[src/design/bdq_pkg.sv]
package bdq_pkg;

  // Default sizing of the element store.
  localparam int unsigned CAPACITY_DEF      = 16;
  localparam int unsigned ELEMENT_WIDTH_DEF = 32;

  // Fixed widths of the command and result fields.
  localparam int unsigned VALUE_W = 32;
  localparam int unsigned CMD_W   = 3;
  localparam int unsigned LEN_W   = 5;

  // Command codes.
  typedef enum logic [CMD_W-1:0] {
    CMD_PUSH_FRONT = 3'd0,
    CMD_PUSH_BACK  = 3'd1,
    CMD_POP_FRONT  = 3'd2,
    CMD_POP_BACK   = 3'd3,
    CMD_SEARCH     = 3'd4,
    CMD_CLEAR      = 3'd5
  } cmd_e;

  // One command beat.
  typedef struct packed {
    logic [CMD_W-1:0]   command;
    logic [VALUE_W-1:0] value;
  } cmd_t;

  // One result beat.
  typedef struct packed {
    logic               ok;
    logic [VALUE_W-1:0] popped_value;
    logic               found;
    logic [LEN_W-1:0]   length;
  } result_t;

endpackage

[src/design/bdq_mem.sv]
module bdq_mem #(
  parameter int unsigned DEPTH = 16,
  parameter int unsigned WIDTH = 32,
  localparam int unsigned AW = $clog2(DEPTH)
) (
  input  logic             clk_i,
  input  logic             we_i,
  input  logic [AW-1:0]    waddr_i,
  input  logic [WIDTH-1:0] wdata_i,
  input  logic             re_i,
  input  logic [AW-1:0]    raddr_i,
  output logic [WIDTH-1:0] rdata_o
);

  logic [WIDTH-1:0] mem_q [DEPTH];
  logic [WIDTH-1:0] rdata_q;

  // Write port.
  always_ff @(posedge clk_i) begin
    if (we_i) begin
      mem_q[waddr_i] <= wdata_i;
    end
  end

  // Registered read port.
  always_ff @(posedge clk_i) begin
    if (re_i) begin
      rdata_q <= mem_q[raddr_i];
    end
  end

  assign rdata_o = rdata_q;

endmodule

[src/design/bounded_deque_with_search.sv]
// Push, clear, refused pops, searches of an empty deque and unknown commands: the result
// appears in the cycle after the beat is accepted, and a new command can be taken in
// every cycle. Pop: one memory read, registered, with the block busy in ST_POP; then
// the result is registered. Search: busy in ST_SEARCH while elements are read in turn
// from the front, to a match or the last (at most length); the single read port sets this.
// Reset clears the pointers, the length and the control state; the store is not cleared.
module bounded_deque_with_search
  import bdq_pkg::*;
#(
  parameter int unsigned CAPACITY      = CAPACITY_DEF,
  parameter int unsigned ELEMENT_WIDTH = ELEMENT_WIDTH_DEF
) (
  input  logic    clk_i,
  input  logic    rst_ni,
  input  logic    start,
  output logic    busy,
  input  cmd_t    cmd_i,
  output logic    done_o,
  output result_t res_o
);

  localparam int unsigned AW = $clog2(CAPACITY);
  localparam int unsigned CW = $clog2(CAPACITY + 1);
  localparam int unsigned SW = $clog2(2 * CAPACITY);

  typedef enum logic [2:0] {
    ST_IDLE   = 3'b001,
    ST_POP    = 3'b010,
    ST_SEARCH = 3'b100
  } state_e;

  state_e                 state_q, state_d;
  logic [AW-1:0]          fp_q, fp_d;
  logic [CW-1:0]          cnt_q, cnt_d;
  logic [CW-1:0]          idx_q, idx_d;
  logic [AW-1:0]          addr_q, addr_d;
  logic [ELEMENT_WIDTH-1:0] key_q, key_d;
  logic                   done_q, done_d;
  result_t                res_q, res_d;

  logic                   mem_we, mem_re;
  logic [AW-1:0]          mem_waddr, mem_raddr;
  logic [ELEMENT_WIDTH-1:0] mem_wdata, mem_rdata;

  logic [ELEMENT_WIDTH-1:0] v_elem;
  logic [AW-1:0]          fp_dec, fp_inc, back_slot, last_slot, next_addr;
  logic                   full, empty, hit, last;

  // Fold a sum below twice the capacity back into the index range.
  function automatic logic [AW-1:0] wrap(input logic [SW-1:0] a);
    logic [SW-1:0] cap;
    cap = SW'(CAPACITY);
    return (a >= cap) ? AW'(a - cap) : AW'(a);
  endfunction

  assign v_elem    = ELEMENT_WIDTH'(cmd_i.value);
  assign fp_dec    = (fp_q == '0) ? AW'(CAPACITY - 1) : fp_q - AW'(1);
  assign fp_inc    = wrap(SW'(fp_q) + SW'(1));
  assign back_slot = wrap(SW'(fp_q) + SW'(cnt_q));
  assign last_slot = wrap(SW'(fp_q) + SW'(cnt_q) - SW'(1));
  assign next_addr = wrap(SW'(addr_q) + SW'(1));
  assign full      = (cnt_q == CW'(CAPACITY));
  assign empty     = (cnt_q == '0);
  assign hit       = (mem_rdata == key_q);
  assign last      = (idx_q == cnt_q - CW'(1));

  // Command sequencer: pointer updates happen at acceptance, reads complete later.
  always_comb begin
    state_d   = state_q;
    fp_d      = fp_q;
    cnt_d     = cnt_q;
    idx_d     = idx_q;
    addr_d    = addr_q;
    key_d     = key_q;
    done_d    = 1'b0;
    res_d     = '0;
    mem_we    = 1'b0;
    mem_waddr = back_slot;
    mem_wdata = v_elem;
    mem_re    = 1'b0;
    mem_raddr = fp_q;

    case (state_q)
      ST_IDLE: begin
        if (start) begin
          case (cmd_i.command)
            CMD_PUSH_FRONT: begin
              done_d = 1'b1;
              if (!full) begin
                mem_we    = 1'b1;
                mem_waddr = fp_dec;
                fp_d      = fp_dec;
                cnt_d     = cnt_q + CW'(1);
                res_d.ok  = 1'b1;
              end
            end
            CMD_PUSH_BACK: begin
              done_d = 1'b1;
              if (!full) begin
                mem_we   = 1'b1;
                cnt_d    = cnt_q + CW'(1);
                res_d.ok = 1'b1;
              end
            end
            CMD_POP_FRONT: begin
              if (empty) begin
                done_d = 1'b1;
              end else begin
                mem_re  = 1'b1;
                fp_d    = fp_inc;
                cnt_d   = cnt_q - CW'(1);
                state_d = ST_POP;
              end
            end
            CMD_POP_BACK: begin
              if (empty) begin
                done_d = 1'b1;
              end else begin
                mem_re    = 1'b1;
                mem_raddr = last_slot;
                cnt_d     = cnt_q - CW'(1);
                state_d   = ST_POP;
              end
            end
            CMD_SEARCH: begin
              key_d = v_elem;
              if (empty) begin
                done_d   = 1'b1;
                res_d.ok = 1'b1;
              end else begin
                mem_re  = 1'b1;
                addr_d  = fp_q;
                idx_d   = '0;
                state_d = ST_SEARCH;
              end
            end
            CMD_CLEAR: begin
              done_d   = 1'b1;
              fp_d     = '0;
              cnt_d    = '0;
              res_d.ok = 1'b1;
            end
            default: begin
              done_d = 1'b1;
            end
          endcase
        end
      end

      ST_POP: begin
        done_d             = 1'b1;
        res_d.ok           = 1'b1;
        res_d.popped_value = VALUE_W'(mem_rdata);
        state_d            = ST_IDLE;
      end

      ST_SEARCH: begin
        // Compare the element read last cycle while fetching the next one.
        if (hit || last) begin
          done_d      = 1'b1;
          res_d.ok    = 1'b1;
          res_d.found = hit;
          state_d     = ST_IDLE;
        end else begin
          mem_re    = 1'b1;
          mem_raddr = next_addr;
          addr_d    = next_addr;
          idx_d     = idx_q + CW'(1);
        end
      end

      default: begin
        state_d = ST_IDLE;
      end
    endcase

    res_d.length = LEN_W'(cnt_d);
  end

  // Control state.
  always_ff @(posedge clk_i or negedge rst_ni) begin
    if (!rst_ni) begin
      state_q <= ST_IDLE;
      fp_q    <= '0;
      cnt_q   <= '0;
      done_q  <= 1'b0;
    end else begin
      state_q <= state_d;
      fp_q    <= fp_d;
      cnt_q   <= cnt_d;
      done_q  <= done_d;
    end
  end

  // Search bookkeeping and the result register.
  always_ff @(posedge clk_i) begin
    idx_q  <= idx_d;
    addr_q <= addr_d;
    key_q  <= key_d;
    if (done_d) begin
      res_q <= res_d;
    end
  end

  // Element store; writes happen only while idle, so reads never overlap them.
  bdq_mem #(
    .DEPTH (CAPACITY),
    .WIDTH (ELEMENT_WIDTH)
  ) u_mem (
    .clk_i   (clk_i),
    .we_i    (mem_we),
    .waddr_i (mem_waddr),
    .wdata_i (mem_wdata),
    .re_i    (mem_re),
    .raddr_i (mem_raddr),
    .rdata_o (mem_rdata)
  );

  assign busy   = (state_q != ST_IDLE);
  assign done_o = done_q;
  assign res_o  = res_q;

endmodule

[config.mk]
export PLATFORM = sky130hd
export DESIGN_NAME = bounded_deque_with_search
export DESIGN_NICKNAME = d
export VERILOG_FILES = /design/src/design/bdq_pkg.sv /design/src/design/bdq_mem.sv /design/src/design/bounded_deque_with_search.sv
export SDC_FILE = /design/constraint.sdc
export NUM_CORES = 1
export LEC_CHECK = 0
export BUFFER_PORTS_ARGS = -buffer_cell sky130_fd_sc_hd__buf_2
export CORE_ASPECT_RATIO = 1.2
export CORE_MARGIN = 2
export CORE_UTILIZATION = 30
export CTS_CLUSTER_DIAMETER = 30
export DETAILED_ROUTE_END_ITERATION = 10
export GPL_TIMING_DRIVEN = 0
export MAX_ROUTING_LAYER = met4
export PLACE_DENSITY = 0.52
export SLEW_MARGIN = 20
export SYNTH_ARGS = -nofsm -noshare
export SYNTH_HDL_FRONTEND = slang
export SYNTH_SLANG_ARGS = --single-unit
[constraint.sdc]
create_clock -name clk_i -period 6.3 [get_ports clk_i]
set_input_delay 0 -clock clk_i [delete_from_list [all_inputs] [get_ports clk_i]]
set_output_delay 0 -clock clk_i [all_outputs]
set_load 0.1 [all_outputs]
==> metrics.cfg, run 1 <==
[synth]
ys.flop_type = edfxtp_1
synth_cell_types = 72
synth_top_area_share_pct = 73.9
synthesis.area_sq_mm = 0.0254
synth_xor_xnor_area_share_pct = 1.73
synth_compound_area_share_pct = 6.26
synth-simple-area-share_pct = 8.62
synth.largest_area_cell = edfxtp_1
synth_warnings = 0
synthMuxAreaShare_pct = 5.50
syn_nets = 1624
synth-seq-area-share_pct = 75.2
netlist_top_cells_area = edfxtp_1 74%, mux2i_1 5.2%, a32oi_1 4.5%
ys_ff_latch = 637
syn_inst = 1574
synthAdderAreaFrac_pct = 0.621
synth_top_family_by_area = simple AND/OR/NAND/NOR gates
async_flop_share_pct = 2.04
synth_edf_count = 624
syn_avg_cell_area_sq_um = 16.1

[sta]
slew_viol_final = 0
fmax_ghz = 0.199
holdWs_ps = 272
fin_ws_ps = 1270
slew_headroom_pct = 35.3
rsz0062_at_grt = no
worst_pin_slew_ps = 971
post-route-period-util_pct = 79.9
fin_skew_ps = 24.0
hold_violations = 0
finalCriticalPeriod_ps = 5030
setup_tns_ps = 0
setup-violations-final = 0

[routing]
ant_nets = 0
avgRoutedWirePerCell_microns = 23.3
via_per_inst = 4.90
drt_iter0_markers = 1329
wl_microns = 70900
via_count = 14923
drt-pass1-iter-count = 7
drc = 0

[clock_tree]
cts_hold_buf = 40
cts_sinks = 637
cts_resized = 0
clk_pin_slew_ps = 50
cts_made_buffers = 109
cts_root_buf = clkbuf_16
cts_setup_buffers = 0
cts_tree = done
cts_htree_levels = 3
clock_latency_ps = 670
clock_path_buffers = 3

[pwr]
power_leakage_nw = 11.1
power_mw = 15.7
vdd_drop_max_v = 0.000242
powerDensity_mw_per_mm2 = 486

[place]
gp_congestion = 0.801
portBuffers = 76
dpl-instance-area_sq_mm = 0.0280
post-place-ws_ps = 1320
dp_hpwl_microns = 46800

[worst_setup_path]
cp_data_required_time_ps = 6830
crit_path_end_kind = flip-flop
worstPathMaxFanout = 10
start_kind = flip-flop
worstPathArrival_ps = 5570
crit_type = flip-flop to flip-flop

[grt]
grt_pass1_vias = 15197
gr-total-overflow = 0
grt_pass1_wl_microns = 102000
antenna_found_initial = 1
grt_max_degree = 22
grtUsageTotal_pct = 16.6

[worst_hold_path]
hold_path.class = input port to flip-flop

[layout]
final_nets = 1879
syn_to_final_growth_pct = 26.9
drive_above_1_share_pct = 20.0
final_common_cell = edfxtp_1
final_area_sq_mm = 0.0322
final_cell_mix = 624 x edfxtp_1, 293 x nand2_1, 132 x mux2i_1

[die]
die_height_microns = 323
ios = 79
die_x_microns = 269
dieArea_sq_mm = 0.0869
initial_core_util_pct = 30.3
coreArea_sq_mm = 0.0836
rows = 116

[job]
maxCapViolCount = 0

[run_status]
status = completed

## cell type report
| class | instances | area [sq um] |
|---|---|---|
| buffer | 82 | 492 |
| multi-input combinational | 843 | 5910 |
| clock inverter | 83 | 1010 |
| tap | 1121 | 1400 |
| antenna | 1 | 2.50 |
| inverter | 12 | 45.0 |
| clock buffer | 122 | 2820 |
| timing repair buffer | 144 | 1460 |
| fill | 7715 | 51400 |
| sequential | 637 | 19100 |
## power breakdown
part / switching (mW) / internal (mW) / leakage [nW]
logic: 2.98 / 1.37 / 3.47
clock network: 2.07 / 4.00 / 1.85
registers: 0.129 / 5.09 / 5.82
total: 5.19 / 10.5 / 11.1
## path summary, 6_finish.rpt
kind | cells past startpoint | slack [ps] | from | to
setup / recovery | 11 | 1270 | u_mem.rdata_o[29] | u_mem.rdata_o[30]
hold / removal | 2 | 270 | cmd_i[25] | u_mem.mem_q[14][25]
setup reg to reg | 11 | 1270 | u_mem.rdata_o[29] | u_mem.rdata_o[30]
hold reg to reg | 1 | 580 | u_mem.rdata_o[1] | res_o[7]
max in group asynchronous | 4 | 4800 | rst_ni | state_q[1]
min in group asynchronous | 3 | 400 | rst_ni | state_q[0]
## through the flow
step,utilization (%),cells
floorplan,-,1574
global placement,32.5,2771
detailed placement,33.5,2799
CTS,38.5,3044
global route,38.5,3045
finish,38.5,3045
## critical path, stage by stage (launching register included)
cell and delay [ps]:
edfxtp_1 410, xnor2_1 560, nand4_1 300, nor4_2 880, nand2_1 190, mux2_2 340, o21ai_2 350, buf_2 450
clkbuf_1 640, nand2_1 120, a32oi_1 380, and4_1 260
## cell usage after synthesis, drive strengths merged, types with 11 or more instances
library cell and n:
xnor2 41, buf 51, o21ai 22, nand2 294, nor3 16, and2 34, nor2 41, a21oi 12
mux2i 133, clkbuf 29, edfxtp 624, dfrtp 12, and4 32, inv 12, a32oi 129, ha 11
## cells by family after synthesis
family / count (synthesis)
xor gates and xnor gates: 50
and+or+nand+nor: 450
adders and majority gates: 12
AOI/OAI and AO/OA: 193
buffers and inverters: 94
DFF: 637
muxes: 138
## layer usage
layer	vias up	part of all wire, %	global-route usage (%)
met2	538	50	27.9
met5	-	0	-
li1	6683	-	-
met4	0	3.4	6.80
met1	7558	41	19.9
met3	144	5.9	2.96
## state kept, by name (all words and copies together), names as in the netlist
name           cells
res_o             39
cnt_q              5
idx_q              5
key_q             32
fp_q               4
u_mem.rdata_o     32
done_o             1
state_q            3
addr_q             4
u_mem.mem_q      512
Power figures use the tool's default switching activity.
==> inputs of run 2 (changes only) <==
--- a/config.mk
+++ b/config.mk
@@ -5,6 +5,7 @@
 export SDC_FILE = /design/constraint.sdc
 export NUM_CORES = 1
 export LEC_CHECK = 0
+export ABC_AREA = 1
 export BUFFER_PORTS_ARGS = -buffer_cell sky130_fd_sc_hd__buf_2
 export CORE_ASPECT_RATIO = 1.2
 export CORE_MARGIN = 2
@@ -13,7 +14,7 @@
 export DETAILED_ROUTE_END_ITERATION = 10
 export GPL_TIMING_DRIVEN = 0
 export MAX_ROUTING_LAYER = met4
-export PLACE_DENSITY = 0.52
+export PLACE_DENSITY = 0.54
 export SLEW_MARGIN = 20
 export SYNTH_ARGS = -nofsm -noshare
 export SYNTH_HDL_FRONTEND = slang
==> constraint.sdc (replaced) <==
create_clock -name clk_i -period 4.6 [get_ports clk_i]
set_input_delay 0 -clock clk_i [delete_from_list [all_inputs] [get_ports clk_i]]
set_output_delay 0 -clock clk_i [all_outputs]
set_load 0.1 [all_outputs]
==> run 2 against run 1 <==
Effect of this change:
- worst setup slack worse by 1100 ps
- highest routed layer unchanged
- combinational power rose to 2.6 times the previous value
- critical path depth up 6
- clock skew up 16 ps
- clock-buffer cell count up 7
- fmax up 14%
- final area up 10%
==> metrics.cfg, run 2 <==
[run_status]
status = completed

[pwr]
internal_power_mw = 15.4  ; +47%
power.share.switching_pct = 42.9  ; +9.7 points
p_sw_mw = 11.6  ; +120%
power_leakage_nw = 14.7  ; +32%
power.share.combinational_pct = 42.3  ; +14 points
pwr-share-clk_pct = 31.2  ; -7.6 points
power_mw = 27.0  ; +72%
powerDensity_mw_per_mm2 = 760  ; +56%
vdd_drop_max_v = 0.000757  ; +210%
p_seq_share_pct = 26.5  ; -6.9 points

[grt]
grt_max_degree = 29  ; +32%
grt_pass1_vias = 19647  ; +29%
grt_pass1_wl_microns = 130000  ; +27%
grtUsageTotal_pct = 18.7  ; +2.1 points
gr-total-overflow = 0  ; unchanged
antenna_found_initial = 0  ; -1

[synth]
synth.largest_area_cell = edfxtp_1
netlist_top_cells_area = edfxtp_1 66%, nand3_1 11%, inv_1 7.1%
synth_warnings = 0  ; unchanged
ys.flop_type = edfxtp_1
synth_edf_count = 624  ; unchanged
ys_ff_latch = 637  ; unchanged
syn_inst = 2662  ; +69%
synth_top_area_share_pct = 66.0  ; -7.9 points
synth-seq-area-share_pct = 67.1  ; -8.0 points
syn_avg_cell_area_sq_um = 10.7  ; -34%
synth.most_common_cell = nand3_1
async_flop_share_pct = 2.04  ; unchanged
synthesis.area_sq_mm = 0.0284  ; +12%
synth_cell_types = 44  ; -39%
syn_nets = 2712  ; +67%
synth_common_cells = 633 x nand3_1, 624 x edfxtp_1, 538 x inv_1

[clock_tree]
cts_htree_levels = 3  ; unchanged
cts_resized = 0  ; unchanged
cts_sinks = 637  ; unchanged
cts_made_buffers = 110  ; +0.92%
cts_setup_buffers = 0  ; unchanged
cts_root_buf = clkbuf_16
cts_tree = done
clk_pin_slew_ps = 60  ; about the same
clock_path_buffers = 3  ; unchanged
clock_latency_ps = 690  ; +20 ps

[layout]
regMostFlops = u_mem.mem_q
final_common_cell = nand3_1
final_area_sq_mm = 0.0355  ; +10%
num_antenna_cells = 0  ; -1
largest_reg_flops = 512  ; unchanged
syn_to_final_growth_pct = 24.9
final_nets = 2974  ; +58%
final_cell_mix = 633 x nand3_1, 624 x edfxtp_1, 538 x inv_1
drive_above_1_share_pct = 14.0  ; -6.0 points

[worst_setup_path]
worstPathMaxFanout = 10  ; unchanged
start_kind = flip-flop
regToRegSetupSlack_ps = 200  ; -1070 ps
worstPathArrival_ps = 4800  ; -770 ps
cp_data_required_time_ps = 5000  ; -1830 ps
crit_path_end_kind = flip-flop
crit_type = flip-flop to flip-flop

[routing]
avgRoutedWirePerCell_microns = 20.9  ; -10%
via_count = 20076  ; +35%
drt_iter0_markers = 1802  ; +36%
wl_microns = 89300  ; +26%
ant_nets = 0  ; unchanged
via_per_inst = 4.70  ; -4.0%
drc = 0  ; unchanged
drt-pass1-iter-count = 6  ; -1

[die]
dieArea_sq_mm = 0.0972  ; +12%
coreArea_sq_mm = 0.0937  ; +12%
ios = 79  ; unchanged
initial_core_util_pct = 30.3  ; -0.040 points
die_height_microns = 341  ; +5.7%
rows = 123  ; +6.0%
die_x_microns = 285  ; +5.7%

[sta]
slew_viol_final = 0  ; unchanged
setup-violations-final = 0  ; unchanged
hold_violations = 0  ; unchanged
fin_skew_ps = 39.7  ; +15.8 ps
setup_tns_ps = 0  ; unchanged
slew_headroom_pct = 19.0  ; -16 points
rsz0062_at_grt = no
finalCriticalPeriod_ps = 4400  ; -630 ps
post-route-period-util_pct = 95.7  ; +16 points
worst_pin_slew_ps = 1210  ; +244 ps
fmax_ghz = 0.227  ; +14%

[place]
gp_congestion = 0.824  ; +2.9%
dpl-instance-area_sq_mm = 0.0312  ; +12%
dp_hpwl_microns = 59400  ; +27%
portBuffers = 78  ; +2.6%

[worst_hold_path]
hold_path.class = input port to flip-flop

[job]
maxCapViolCount = 0  ; unchanged

run 2: changes by cell type in the layout (fill, tap and decap cells not counted), moves of 64 or more:
cell	change
a32oi_1	-129
mux2i_1	-132
nand3b_1	+64
nand3_1	+627
inv_1	+527
nand2_1	+155
run 2: power groups by stage:
stage | clock [mW] | combinational [mW] | sequential (mW)
3_5_place_dp | 0 | 11.3 | 7.26
5_1_grt | 8.76 | 12.2 | 7.18
4_1_cts | 8.49 | 11.4 | 7.15
2_1_floorplan | 0 | 6.22 | 7.81
6_report | 8.42 | 11.4 | 7.14
3_3_place_gp | 0 | 10.9 | 7.30
run 2: cell families (layout without fill, tap and decap cells):
kind of cell,after synthesis,count (layout),share of synthesized area [%]
AOI/OAI and AO/OA,59,59,1.18
xor gates and xnor gates,25,25,0.771
adders and majority gates,12,12,0.555
buffers and inverters,676,1031,9.76
DFF,637,637,67.1
and+or+nand+nor,1253,1253,20.6
run 2: final cells by class:
cell class                      instances  area, sq um
Clock inverter                         76          910
Timing Repair Buffer                  150         1520
Buffer                                132          731
Multi-Input combinational cell       1349         6720
Inverter                              544         2040
Fill cell                            9017        58200
Sequential cell                       637        19100
Clock buffer                          129         2930
Tap cell                             1250         1560
run 2: metrics by stage:
step | utilization [%] | setup slack (ps) | instances | hold slack [ps]
detailed placement | 33.3 | 205 | 4020 | -76.9
floorplan | - | 264 | 2662 | -296
finish | 37.9 | 199 | 4267 | 288
CTS | 37.9 | 195 | 4267 | 258
global route | 37.9 | 167 | 4267 | 298
global placement | 32.4 | -2940 | 3990 | -79.6
run 2: worst max-delay path: stages (launching register included):
cell	delay (ps)
edfxtp_1	380
inv_1	90
nand2_1	50
nand2_1	50
nand3_1	80
nor2_1	200
nand2_1	140
nor2_1	640
nand2_1	300
nand2_2	180
nand2_1	70
nand2_2	110
a21oi_1	100
inv_2	260
buf_1	930
nand3_1	330
nand3_1	150
nand2_1	70
run 2: worst paths after layout:
check | start | depth (start not counted) | end
max | u_mem.rdata_o[17] | 17 | u_mem.rdata_o[30]
min | cmd_i[19] | 2 | u_mem.mem_q[10][19]
max reg2reg | u_mem.rdata_o[17] | 17 | u_mem.rdata_o[30]
min reg2reg | u_mem.rdata_o[12] | 2 | res_o[18]
max in group asynchronous | rst_ni | 4 | fp_q[3]
min in group asynchronous | rst_ni | 3 | state_q[0]
run 2: routing by layer:
layer	wire [microns]	track usage, %	share of wire (%)
met5	0	-	0
met4	4180	9.31	4.7
met3	5450	2.83	6.1
met1	35600	21.9	40
met2	44100	31.5	49
run 2: timing repair:
item,CTS,global route
endpoints found under the setup margin,0,0
hold buffers,42,0
hold endpoints to repair,567,0
